### config.mk
export PLATFORM = sky130hd
export DESIGN_NAME = unsigned_minifloat_codec_core
export DESIGN_NICKNAME = d
export VERILOG_FILES = /design/src/umf_pkg.sv /design/src/umf_cfg.sv /design/src/unsigned_minifloat_codec_core.sv
export SDC_FILE = /design/constraint.sdc
export NUM_CORES = 2
export LEC_CHECK = 0
export BUFFER_PORTS_ARGS = -buffer_cell sky130_fd_sc_hd__buf_2
export CAP_MARGIN = 20
export CORE_MARGIN = 2
export CORE_UTILIZATION = 34
export CTS_CLUSTER_DIAMETER = 200
export CTS_CLUSTER_SIZE = 16
export DETAILED_ROUTE_END_ITERATION = 7
export PLACE_DENSITY = 0.6
export SYNTH_ARGS = -nofsm -noshare
export SYNTH_HDL_FRONTEND = slang
export SYNTH_SLANG_ARGS = --single-unit
### constraint.sdc
create_clock -name clk -period 39.4 [get_ports clk]
set_input_delay 7.88 -clock clk [delete_from_list [all_inputs] [get_ports clk]]
set_output_delay 7.88 -clock clk [all_outputs]
set_load 0.1 [all_outputs]
### src/umf_pkg.sv
// Shared types and codes for the unsigned minifloat codec.
package umf_pkg;

    typedef enum logic {
        OP_PACK   = 1'b0,
        OP_UNPACK = 1'b1
    } op_t;

    localparam logic [1:0] ST_OK         = 2'd0;
    localparam logic [1:0] ST_CLAMP_DOWN = 2'd1;
    localparam logic [1:0] ST_CLAMP_UP   = 2'd2;

    localparam logic [1:0] REG_FRAC_W  = 2'd0;
    localparam logic [1:0] REG_EXP_W   = 2'd1;
    localparam logic [1:0] REG_EXP_OFF = 2'd2;

    localparam int CFG_INDEX_W = 2;
    localparam int CFG_DATA_W  = 10;

    // Settled configuration and the constants derived from it
    typedef struct packed {
        logic [4:0]        fw;
        logic [5:0]        cw;
        logic signed [9:0] bias;
        logic [9:0]        half;
        logic [27:0]       fmask;
        logic [62:0]       max_mag;
        logic [62:0]       min_mag;
        logic [10:0]       sub_exp;
        logic [10:0]       nrm_exp;
    } cfg_t;

endpackage

### src/umf_cfg.sv
// Configuration registers, range settling and derived format constants.
module umf_cfg
    import umf_pkg::*;
#(
    parameter int PACKED_WIDTH = 31
) (
    input  logic                   clk,
    input  logic                   rst_n,
    input  logic                   wr_en,
    input  logic [CFG_INDEX_W-1:0] wr_index,
    input  logic [CFG_DATA_W-1:0]  wr_data,
    output cfg_t                   cfg
);

    localparam int EW_CAP = (PACKED_WIDTH - 2 < 10) ? PACKED_WIDTH - 2 : 10;
    localparam logic [6:0] PW7 = 7'(PACKED_WIDTH);

    logic [4:0] fw_reg;
    logic [3:0] ew_reg;
    logic [9:0] off_reg;
    cfg_t       cfg_reg;
    cfg_t       cfg_next;

    // Register writes
    always_ff @(posedge clk or negedge rst_n)
    begin
        if (!rst_n)
        begin
            fw_reg  <= 5'd10;
            ew_reg  <= 4'd5;
            off_reg <= 10'd0;
        end
        else if (wr_en)
        begin
            case (wr_index)
                REG_FRAC_W:  fw_reg  <= wr_data[4:0];
                REG_EXP_W:   ew_reg  <= wr_data[3:0];
                REG_EXP_OFF: off_reg <= wr_data;
                default:     ;
            endcase
        end
    end

    // Settle ranges and derive constants
    always_comb
    begin
        logic [4:0]         fw_c;
        logic [3:0]         ew_c;
        logic signed [9:0]  b_c;
        logic [9:0]         half_c;
        logic signed [12:0] bias_s;
        logic signed [12:0] half_s;
        logic signed [12:0] fw_s;
        logic signed [12:0] max_e;
        logic signed [12:0] min_e;
        logic signed [12:0] nrm_e;
        logic [51:0]        max_m;

        fw_c = fw_reg;
        if (fw_c < 5'd2) fw_c = 5'd2;
        if (fw_c > 5'd28) fw_c = 5'd28;
        ew_c = ew_reg;
        if (ew_c < 4'd2) ew_c = 4'd2;
        if (ew_c > 4'(EW_CAP)) ew_c = 4'(EW_CAP);
        if ({2'b0, fw_c} + {3'b0, ew_c} > PW7) fw_c = 5'(PW7 - {3'b0, ew_c});
        b_c = $signed(off_reg);
        if (b_c < -10'sd400) b_c = -10'sd400;
        if (b_c > 10'sd400) b_c = 10'sd400;

        half_c = 10'd1 << (ew_c - 4'd1);
        bias_s = {{3{b_c[9]}}, b_c};
        half_s = $signed({3'b0, half_c});
        fw_s   = $signed({8'b0, fw_c});
        max_e  = half_s + bias_s - 13'sd3 + 13'sd1023;
        min_e  = bias_s - half_s - fw_s - 13'sd1 + 13'sd1023;
        nrm_e  = bias_s - half_s - 13'sd2 + 13'sd1023;
        max_m  = ~((52'd1 << (6'd52 - {1'b0, fw_c})) - 52'd1);

        cfg_next.fw      = fw_c;
        cfg_next.cw      = {1'b0, fw_c} + {2'b0, ew_c};
        cfg_next.bias    = b_c;
        cfg_next.half    = half_c;
        cfg_next.fmask   = (28'd1 << fw_c) - 28'd1;
        cfg_next.max_mag = {max_e[10:0], max_m};
        cfg_next.min_mag = {min_e[10:0], 52'd0};
        cfg_next.sub_exp = min_e[10:0];
        cfg_next.nrm_exp = nrm_e[10:0];
    end

    always_ff @(posedge clk)
    begin
        cfg_reg <= cfg_next;
    end

    assign cfg = cfg_reg;

endmodule

### src/unsigned_minifloat_codec_core.sv
// Top level: pipelined pack/unpack between binary64 and an unsigned minifloat.
//
//  channel | handshake            | payload
//  --------+----------------------+----------------------------------------------
//  in      | in_valid / in_ready  | operation, value_bits, packed_word
//  out     | out_valid / out_ready| packed_out, value_out, status, negative_seen
//  cfg     | cfg_valid / cfg_ready| cfg_index, cfg_data (cfg_ready always high)
//
// One item per cycle while the output is taken; the stages are the input register,
// clamp and exponent stage, rounding / normalise stage and output register.
// The whole pipeline holds when the output register is full and not taken.
// Reset clears valid bits and the configuration to its defaults.
module unsigned_minifloat_codec_core
    import umf_pkg::*;
#(
    parameter int PACKED_WIDTH = 31
) (
    input  logic                    clk,
    input  logic                    rst_n,
    input  logic                    in_valid,
    output logic                    in_ready,
    input  logic                    operation,
    input  logic [63:0]             value_bits,
    input  logic [PACKED_WIDTH-1:0] packed_word,
    output logic                    out_valid,
    input  logic                    out_ready,
    output logic [PACKED_WIDTH-1:0] packed_out,
    output logic [63:0]             value_out,
    output logic [1:0]              status,
    output logic                    negative_seen,
    input  logic                    cfg_valid,
    output logic                    cfg_ready,
    input  logic [CFG_INDEX_W-1:0]  cfg_index,
    input  logic [CFG_DATA_W-1:0]   cfg_data
);

    cfg_t cfg;
    logic en;

    assign cfg_ready = 1'b1;

    umf_cfg #(.PACKED_WIDTH(PACKED_WIDTH)) u_cfg (
        .clk      (clk),
        .rst_n    (rst_n),
        .wr_en    (cfg_valid),
        .wr_index (cfg_index),
        .wr_data  (cfg_data),
        .cfg      (cfg)
    );

    // Global advance: hold everything while the output waits
    assign en       = !(out_valid && !out_ready);
    assign in_ready = en;

    // ---------------- stage A: input register ----------------
    logic                    a_valid_reg;
    op_t                     a_op_reg;
    logic [63:0]             a_value_reg;
    logic [PACKED_WIDTH-1:0] a_word_reg;

    always_ff @(posedge clk or negedge rst_n)
    begin
        if (!rst_n)
            a_valid_reg <= 1'b0;
        else if (en)
            a_valid_reg <= in_valid;
    end

    always_ff @(posedge clk)
    begin
        if (en && in_valid)
        begin
            a_op_reg    <= op_t'(operation);
            a_value_reg <= value_bits;
            a_word_reg  <= packed_word;
        end
    end

    // ---------------- stage B: clamp, exponent, field split ----------------
    logic        b_valid_reg;
    op_t         b_op_reg;
    logic        b_zero_reg, b_zero_next;
    logic        b_neg_reg, b_neg_next;
    logic [1:0]  b_status_reg, b_status_next;
    logic [52:0] b_m_reg, b_m_next;
    logic [5:0]  b_sh_reg, b_sh_next;
    logic [10:0] b_base_reg, b_base_next;
    logic        b_usub_reg, b_usub_next;
    logic [9:0]  b_wf_reg, b_wf_next;
    logic [27:0] b_wfrac_reg, b_wfrac_next;

    always_comb
    begin
        logic [62:0]             mag;
        logic                    is_nan;
        logic                    over;
        logic                    under;
        logic [62:0]             ub;
        logic signed [12:0]      d_s;
        logic signed [12:0]      sh_s;
        logic                    sub;
        logic [PACKED_WIDTH-1:0] code_mask;
        logic [PACKED_WIDTH-1:0] w;

        mag    = a_value_reg[62:0];
        is_nan = (mag[62:52] == 11'h7FF) && (mag[51:0] != 52'd0);
        over   = is_nan || (mag > cfg.max_mag);
        under  = !over && (mag < cfg.min_mag);
        ub     = over ? cfg.max_mag : (under ? cfg.min_mag : mag);
        d_s    = $signed({2'b0, ub[62:52]}) - 13'sd1021 + $signed({3'b0, cfg.half})
                 - {{3{cfg.bias[9]}}, cfg.bias};
        sub    = d_s < 13'sd1;
        sh_s   = 13'sd51 - $signed({8'b0, cfg.fw}) + (sub ? (13'sd1 - d_s) : 13'sd0);

        b_zero_next   = (mag == 63'd0);
        b_neg_next    = a_value_reg[63] && !is_nan && !b_zero_next;
        b_status_next = b_zero_next ? ST_OK :
                        (over ? ST_CLAMP_DOWN : (under ? ST_CLAMP_UP : ST_OK));
        b_m_next      = {1'b1, ub[51:0]};
        b_sh_next     = sh_s[5:0];
        b_base_next   = sub ? 11'd0 : 11'(d_s - 13'sd1);

        // unpack: drop bits above the code, split exponent and fraction
        code_mask    = PACKED_WIDTH'((64'd1 << cfg.cw) - 64'd1);
        w            = a_word_reg & code_mask;
        b_wf_next    = 10'(w >> cfg.fw);
        b_wfrac_next = 28'(w) & cfg.fmask;
        b_usub_next  = (b_wf_next == 10'd0);
    end

    always_ff @(posedge clk or negedge rst_n)
    begin
        if (!rst_n)
            b_valid_reg <= 1'b0;
        else if (en)
            b_valid_reg <= a_valid_reg;
    end

    always_ff @(posedge clk)
    begin
        if (en)
        begin
            b_op_reg     <= a_op_reg;
            b_zero_reg   <= b_zero_next;
            b_neg_reg    <= b_neg_next;
            b_status_reg <= b_status_next;
            b_m_reg      <= b_m_next;
            b_sh_reg     <= b_sh_next;
            b_base_reg   <= b_base_next;
            b_usub_reg   <= b_usub_next;
            b_wf_reg     <= b_wf_next;
            b_wfrac_reg  <= b_wfrac_next;
        end
    end

    // ---------------- stage C: round half up / normalise ----------------
    logic        c_valid_reg;
    op_t         c_op_reg;
    logic        c_zero_reg;
    logic        c_neg_reg;
    logic [1:0]  c_status_reg;
    logic [10:0] c_base_reg;
    logic [29:0] c_r_reg, c_r_next;
    logic [63:0] c_value_reg, c_value_next;

    always_comb
    begin
        logic [52:0] t;
        logic [4:0]  p;
        logic [10:0] ex;
        logic [51:0] mant;

        t        = b_m_reg >> b_sh_reg;
        c_r_next = 30'((t + 53'd1) >> 1);

        // leading one of a linear code
        p = 5'd0;
        for (int i = 0; i < 28; i++)
        begin
            if (b_wfrac_reg[i]) p = 5'(i);
        end

        if (b_usub_reg)
        begin
            ex   = cfg.sub_exp + {6'b0, p};
            mant = 52'({24'b0, b_wfrac_reg} << (6'd52 - {1'b0, p}));
        end
        else
        begin
            ex   = cfg.nrm_exp + {1'b0, b_wf_reg};
            mant = 52'({24'b0, b_wfrac_reg} << (6'd52 - {1'b0, cfg.fw}));
        end

        if (b_usub_reg && (b_wfrac_reg == 28'd0))
            c_value_next = 64'd0;
        else
            c_value_next = {1'b0, ex, mant};
    end

    always_ff @(posedge clk or negedge rst_n)
    begin
        if (!rst_n)
            c_valid_reg <= 1'b0;
        else if (en)
            c_valid_reg <= b_valid_reg;
    end

    always_ff @(posedge clk)
    begin
        if (en)
        begin
            c_op_reg     <= b_op_reg;
            c_zero_reg   <= b_zero_reg;
            c_neg_reg    <= b_neg_reg;
            c_status_reg <= b_status_reg;
            c_base_reg   <= b_base_reg;
            c_r_reg      <= c_r_next;
            c_value_reg  <= c_value_next;
        end
    end

    // ---------------- stage D: assemble code, output register ----------------
    logic                    out_valid_reg;
    logic [PACKED_WIDTH-1:0] packed_reg, packed_next;
    logic [63:0]             value_reg, value_next;
    logic [1:0]              status_reg, status_next;
    logic                    neg_reg, neg_next;

    always_comb
    begin
        packed_next = '0;
        value_next  = '0;
        status_next = ST_OK;
        neg_next    = 1'b0;
        if (c_op_reg == OP_PACK)
        begin
            // a rounding carry out of the fraction lands in the exponent
            if (!c_zero_reg)
                packed_next = PACKED_WIDTH'({53'b0, c_base_reg} << cfg.fw)
                              + PACKED_WIDTH'(c_r_reg);
            status_next = c_status_reg;
            neg_next    = c_neg_reg;
        end
        else
        begin
            value_next = c_value_reg;
        end
    end

    always_ff @(posedge clk or negedge rst_n)
    begin
        if (!rst_n)
            out_valid_reg <= 1'b0;
        else if (en)
            out_valid_reg <= c_valid_reg;
    end

    always_ff @(posedge clk)
    begin
        if (en)
        begin
            packed_reg <= packed_next;
            value_reg  <= value_next;
            status_reg <= status_next;
            neg_reg    <= neg_next;
        end
    end

    assign out_valid     = out_valid_reg;
    assign packed_out    = packed_reg;
    assign value_out     = value_reg;
    assign status        = status_reg;
    assign negative_seen = neg_reg;

    // ---------------- assertions ----------------
    a_unpack_clean: assert property (@(posedge clk) disable iff (!rst_n)
        (out_valid && (value_out != 64'd0)) |->
            ((packed_out == '0) && (status == ST_OK) && !negative_seen))
        else $error("unpack result carries pack fields");

    a_neg_nonzero: assert property (@(posedge clk) disable iff (!rst_n)
        (out_valid && negative_seen) |-> (packed_out != '0))
        else $error("negative input packed to zero");

    a_latency: assert property (@(posedge clk) disable iff (!rst_n)
        (in_valid && in_ready) ##1 in_ready ##1 in_ready ##1 in_ready |=> out_valid)
        else $error("transfer lost in pipeline");

endmodule

==> results.py <==
metrics = {
    "status": {
        "status": "finished, final reports clean",
    },
    "grt": {
        "use_met3_pct": 2.98,
        "antenna_found_initial": 10,
        "met2_usage_pct": 29.9,
        "overflow": 0,
        "grtUsageTotal_pct": 18.8,
        "grtUsageMet1_pct": 25.8,
        "grt_pass1_wl_mm": 165,
        "grt_max_degree": 79,
        "first_global_vias": 27300,
        "grt-busiest-layer": "met2",
    },
    "yosys": {
        "yosys_warnings": 0,
        "synth_area_leaders": "edfxtp_1 33%, dfxtp_1 7.7%, ha_1 6.7%, mux2i_1 6.1%, mux4_2 4.5%",
        "ys_seq_area_share_pct": 42.4,
        "yosysMostFrequentCell": "edfxtp_1",
        "synth_top_area_cell": "edfxtp_1",
        "synth_top_area_share_pct": 33.2,
        "synth.cell_area_sq_um": 37600,
        "syn_area_per_cell_sq_um": 10.2,
        "ys_ff_latch": 582,
        "synth_edf_count": 415,
        "synthArstFlopShare_pct": 3.95,
        "synth_cell_types": 118,
        "syn_inst": 3679,
        "ys_top_cells_by_count": "415 x edfxtp_1, 314 x nor2_1, 305 x nand2_1",
        "postSynth.topFlopCell": "edfxtp_1",
    },
    "clock_tree": {
        "cts_resized": 0,
        "numCtsBuffers": 42,
        "cts_buffer_depth": 3,
        "cts_tree": "built",
        "clockRootBuffer": "clkbuf_16",
        "postCtsSetupBuffers": 0,
        "clock_latency_ps": 630,
        "clkSinkCount": 582,
        "holdBufCountCts": 0,
        "path_clk_slew_ps": 80,
        "htree_levels": 2,
    },
    "cells_and_area": {
        "drive_gt1_share_pct": 13.3,
        "nets": 4125,
        "largest_reg_flops": 144,
        "area_growth_pct": 9.45,
        "fillCellCount": 10900,
    },
    "floorplanning": {
        "coreArea_sq_um": 109000,
        "rows": 121,
        "dieArea_sq_um": 113000,
        "die_x_um": 337,
        "start_util_pct": 34.4,
        "pin_count": 214,
        "fp.dieH_um": 337,
    },
    "sta": {
        "hold_viol": 0,
        "finalSetupViolCount": 0,
        "rsz0062_at_grt": "no",
        "period_needed_ps": 17200,
        "finalCritPeriodShare_pct": 43.7,
        "setup_slack_ps": 22200,
        "slew_viol_final": 0,
        "worstMarginPinSlew_ps": 1060,
        "slew-limit-headroom_pct": 28.8,
        "finalClockSkew_ps": 38.1,
        "setup-tns-final_ps": 0,
        "max_freq_mhz": 58.1,
    },
    "route": {
        "drc": 0,
        "first_iter_violations": 3037,
        "wire_per_inst_um": 20.5,
        "drt_pass1_iterations": 6,
        "drtAntennaViolNets": 0,
        "vias": 28500,
        "wirelength_mm": 109,
        "via_per_inst": 5.39,
    },
    "worst_setup_path": {
        "path_buf_inv": 2,
        "crit_type": "in -> out",
        "cp-end-kind": "output pin",
        "path_cells": "buf_2, nand2b_4, buf_2",
        "cp_top_family": "buffers and inverters",
        "reg2reg_from": "a_value_reg[46]",
        "crit_required_ps": 31520,
        "cp-endpoint": "in_ready",
        "critPathMaxFanout": 59,
        "reg2reg_depth": 30,
        "reg2reg_to": "b_sh_reg[5]",
        "start_kind": "input port",
        "crit_start": "out_ready",
        "r2r_slack_ps": 30250,
        "crit_path_max_incr_delay_ps": 630,
        "path_depth": 3,
        "arrival_ps": 9320,
        "crit_top_cell": "buf_2",
        "cpMaxStageDelayCell": "buf_2",
    },
    "placement": {
        "place.gp.congestion": 0.967,
        "pre_cts_slack_ps": 22120,
        "dp_hpwl_mm": 82.8,
        "portBuffers": 211,
    },
    "worst_hold_path": {
        "whs_path_depth": 0,
        "hold_class": "reg -> reg",
    },
    "job": {
        "cap_violations": 0,
    },
}
[kinds of logic after synthesis]
group / count (synthesis) / synth area share [%]
and+or+nand+nor: 1119 / 14.6
AOI/OAI and AO/OA: 766 / 13.6
DFF: 582 / 42.4
buffers and inverters: 450 / 5.12
muxes: 371 / 12.6
adders and majority gates: 218 / 7.62
xor gates and xnor gates: 171 / 4.02
other: 2 / 0.0200
[cells in the final DEF, fill, tap and decap left out, types with 102 or more instances in the layout]
master / instances
edfxtp_1: 415
nor2_1: 314
nand2_1: 305
inv_1: 230
mux2i_1: 228
buf_2: 211
ha_1: 200
a21oi_1: 184
o21ai_0: 150
dfxtp_1: 143
xnor2_1: 102
[how the worst min path moves through the flow]
stage / slack, ps / end / from
floorplan: 400 / b_op_reg / a_op_reg
global placement: 400 / c_status_reg[1] / b_status_reg[1]
detailed placement: 400 / c_base_reg[4] / b_base_reg[4]
CTS: 390 / c_base_reg[10] / b_base_reg[10]
global route: 400 / c_base_reg[10] / b_base_reg[10]
finish: 400 / c_base_reg[10] / b_base_reg[10]
[layout make-up]
type / count / area (sq um) / area share [%]
tap: 1476 / 1850 / 4.49
sequential: 582 / 15900 / 38.7
timing repair buffer: 256 / 1390 / 3.39
inverter: 242 / 908 / 2.21
multi-input combinational: 2670 / 19900 / 48.3
clock inverter: 2 / 41.3 / 0.100
antenna: 2 / 5.00 / 0.0122
clock buffer: 61 / 1160 / 2.83
[per-stage QoR]
step | util (%) | instances | hold slack [ps] | cell area [sq um]
after global routing | 37.6 | 5289 | 396 | 41100
after floorplan | - | 3702 | 400 | 37700
after detailed placement | 36.5 | 5225 | 405 | 39900
final | 37.6 | 5291 | 402 | 41100
after global placement | 36.5 | 5225 | 404 | 39900
after CTS | 37.6 | 5288 | 387 | 41100
[per-layer routing]
layer	vias up	wire length [um]
met5	-	73
met4	12	3860
met3	178	7110
met2	1019	49500
met1	13700	48000
li1	13600	-
Power is not shown: default switching activity piles up to over one toggle a cycle in this logic, so the estimate is an artifact.
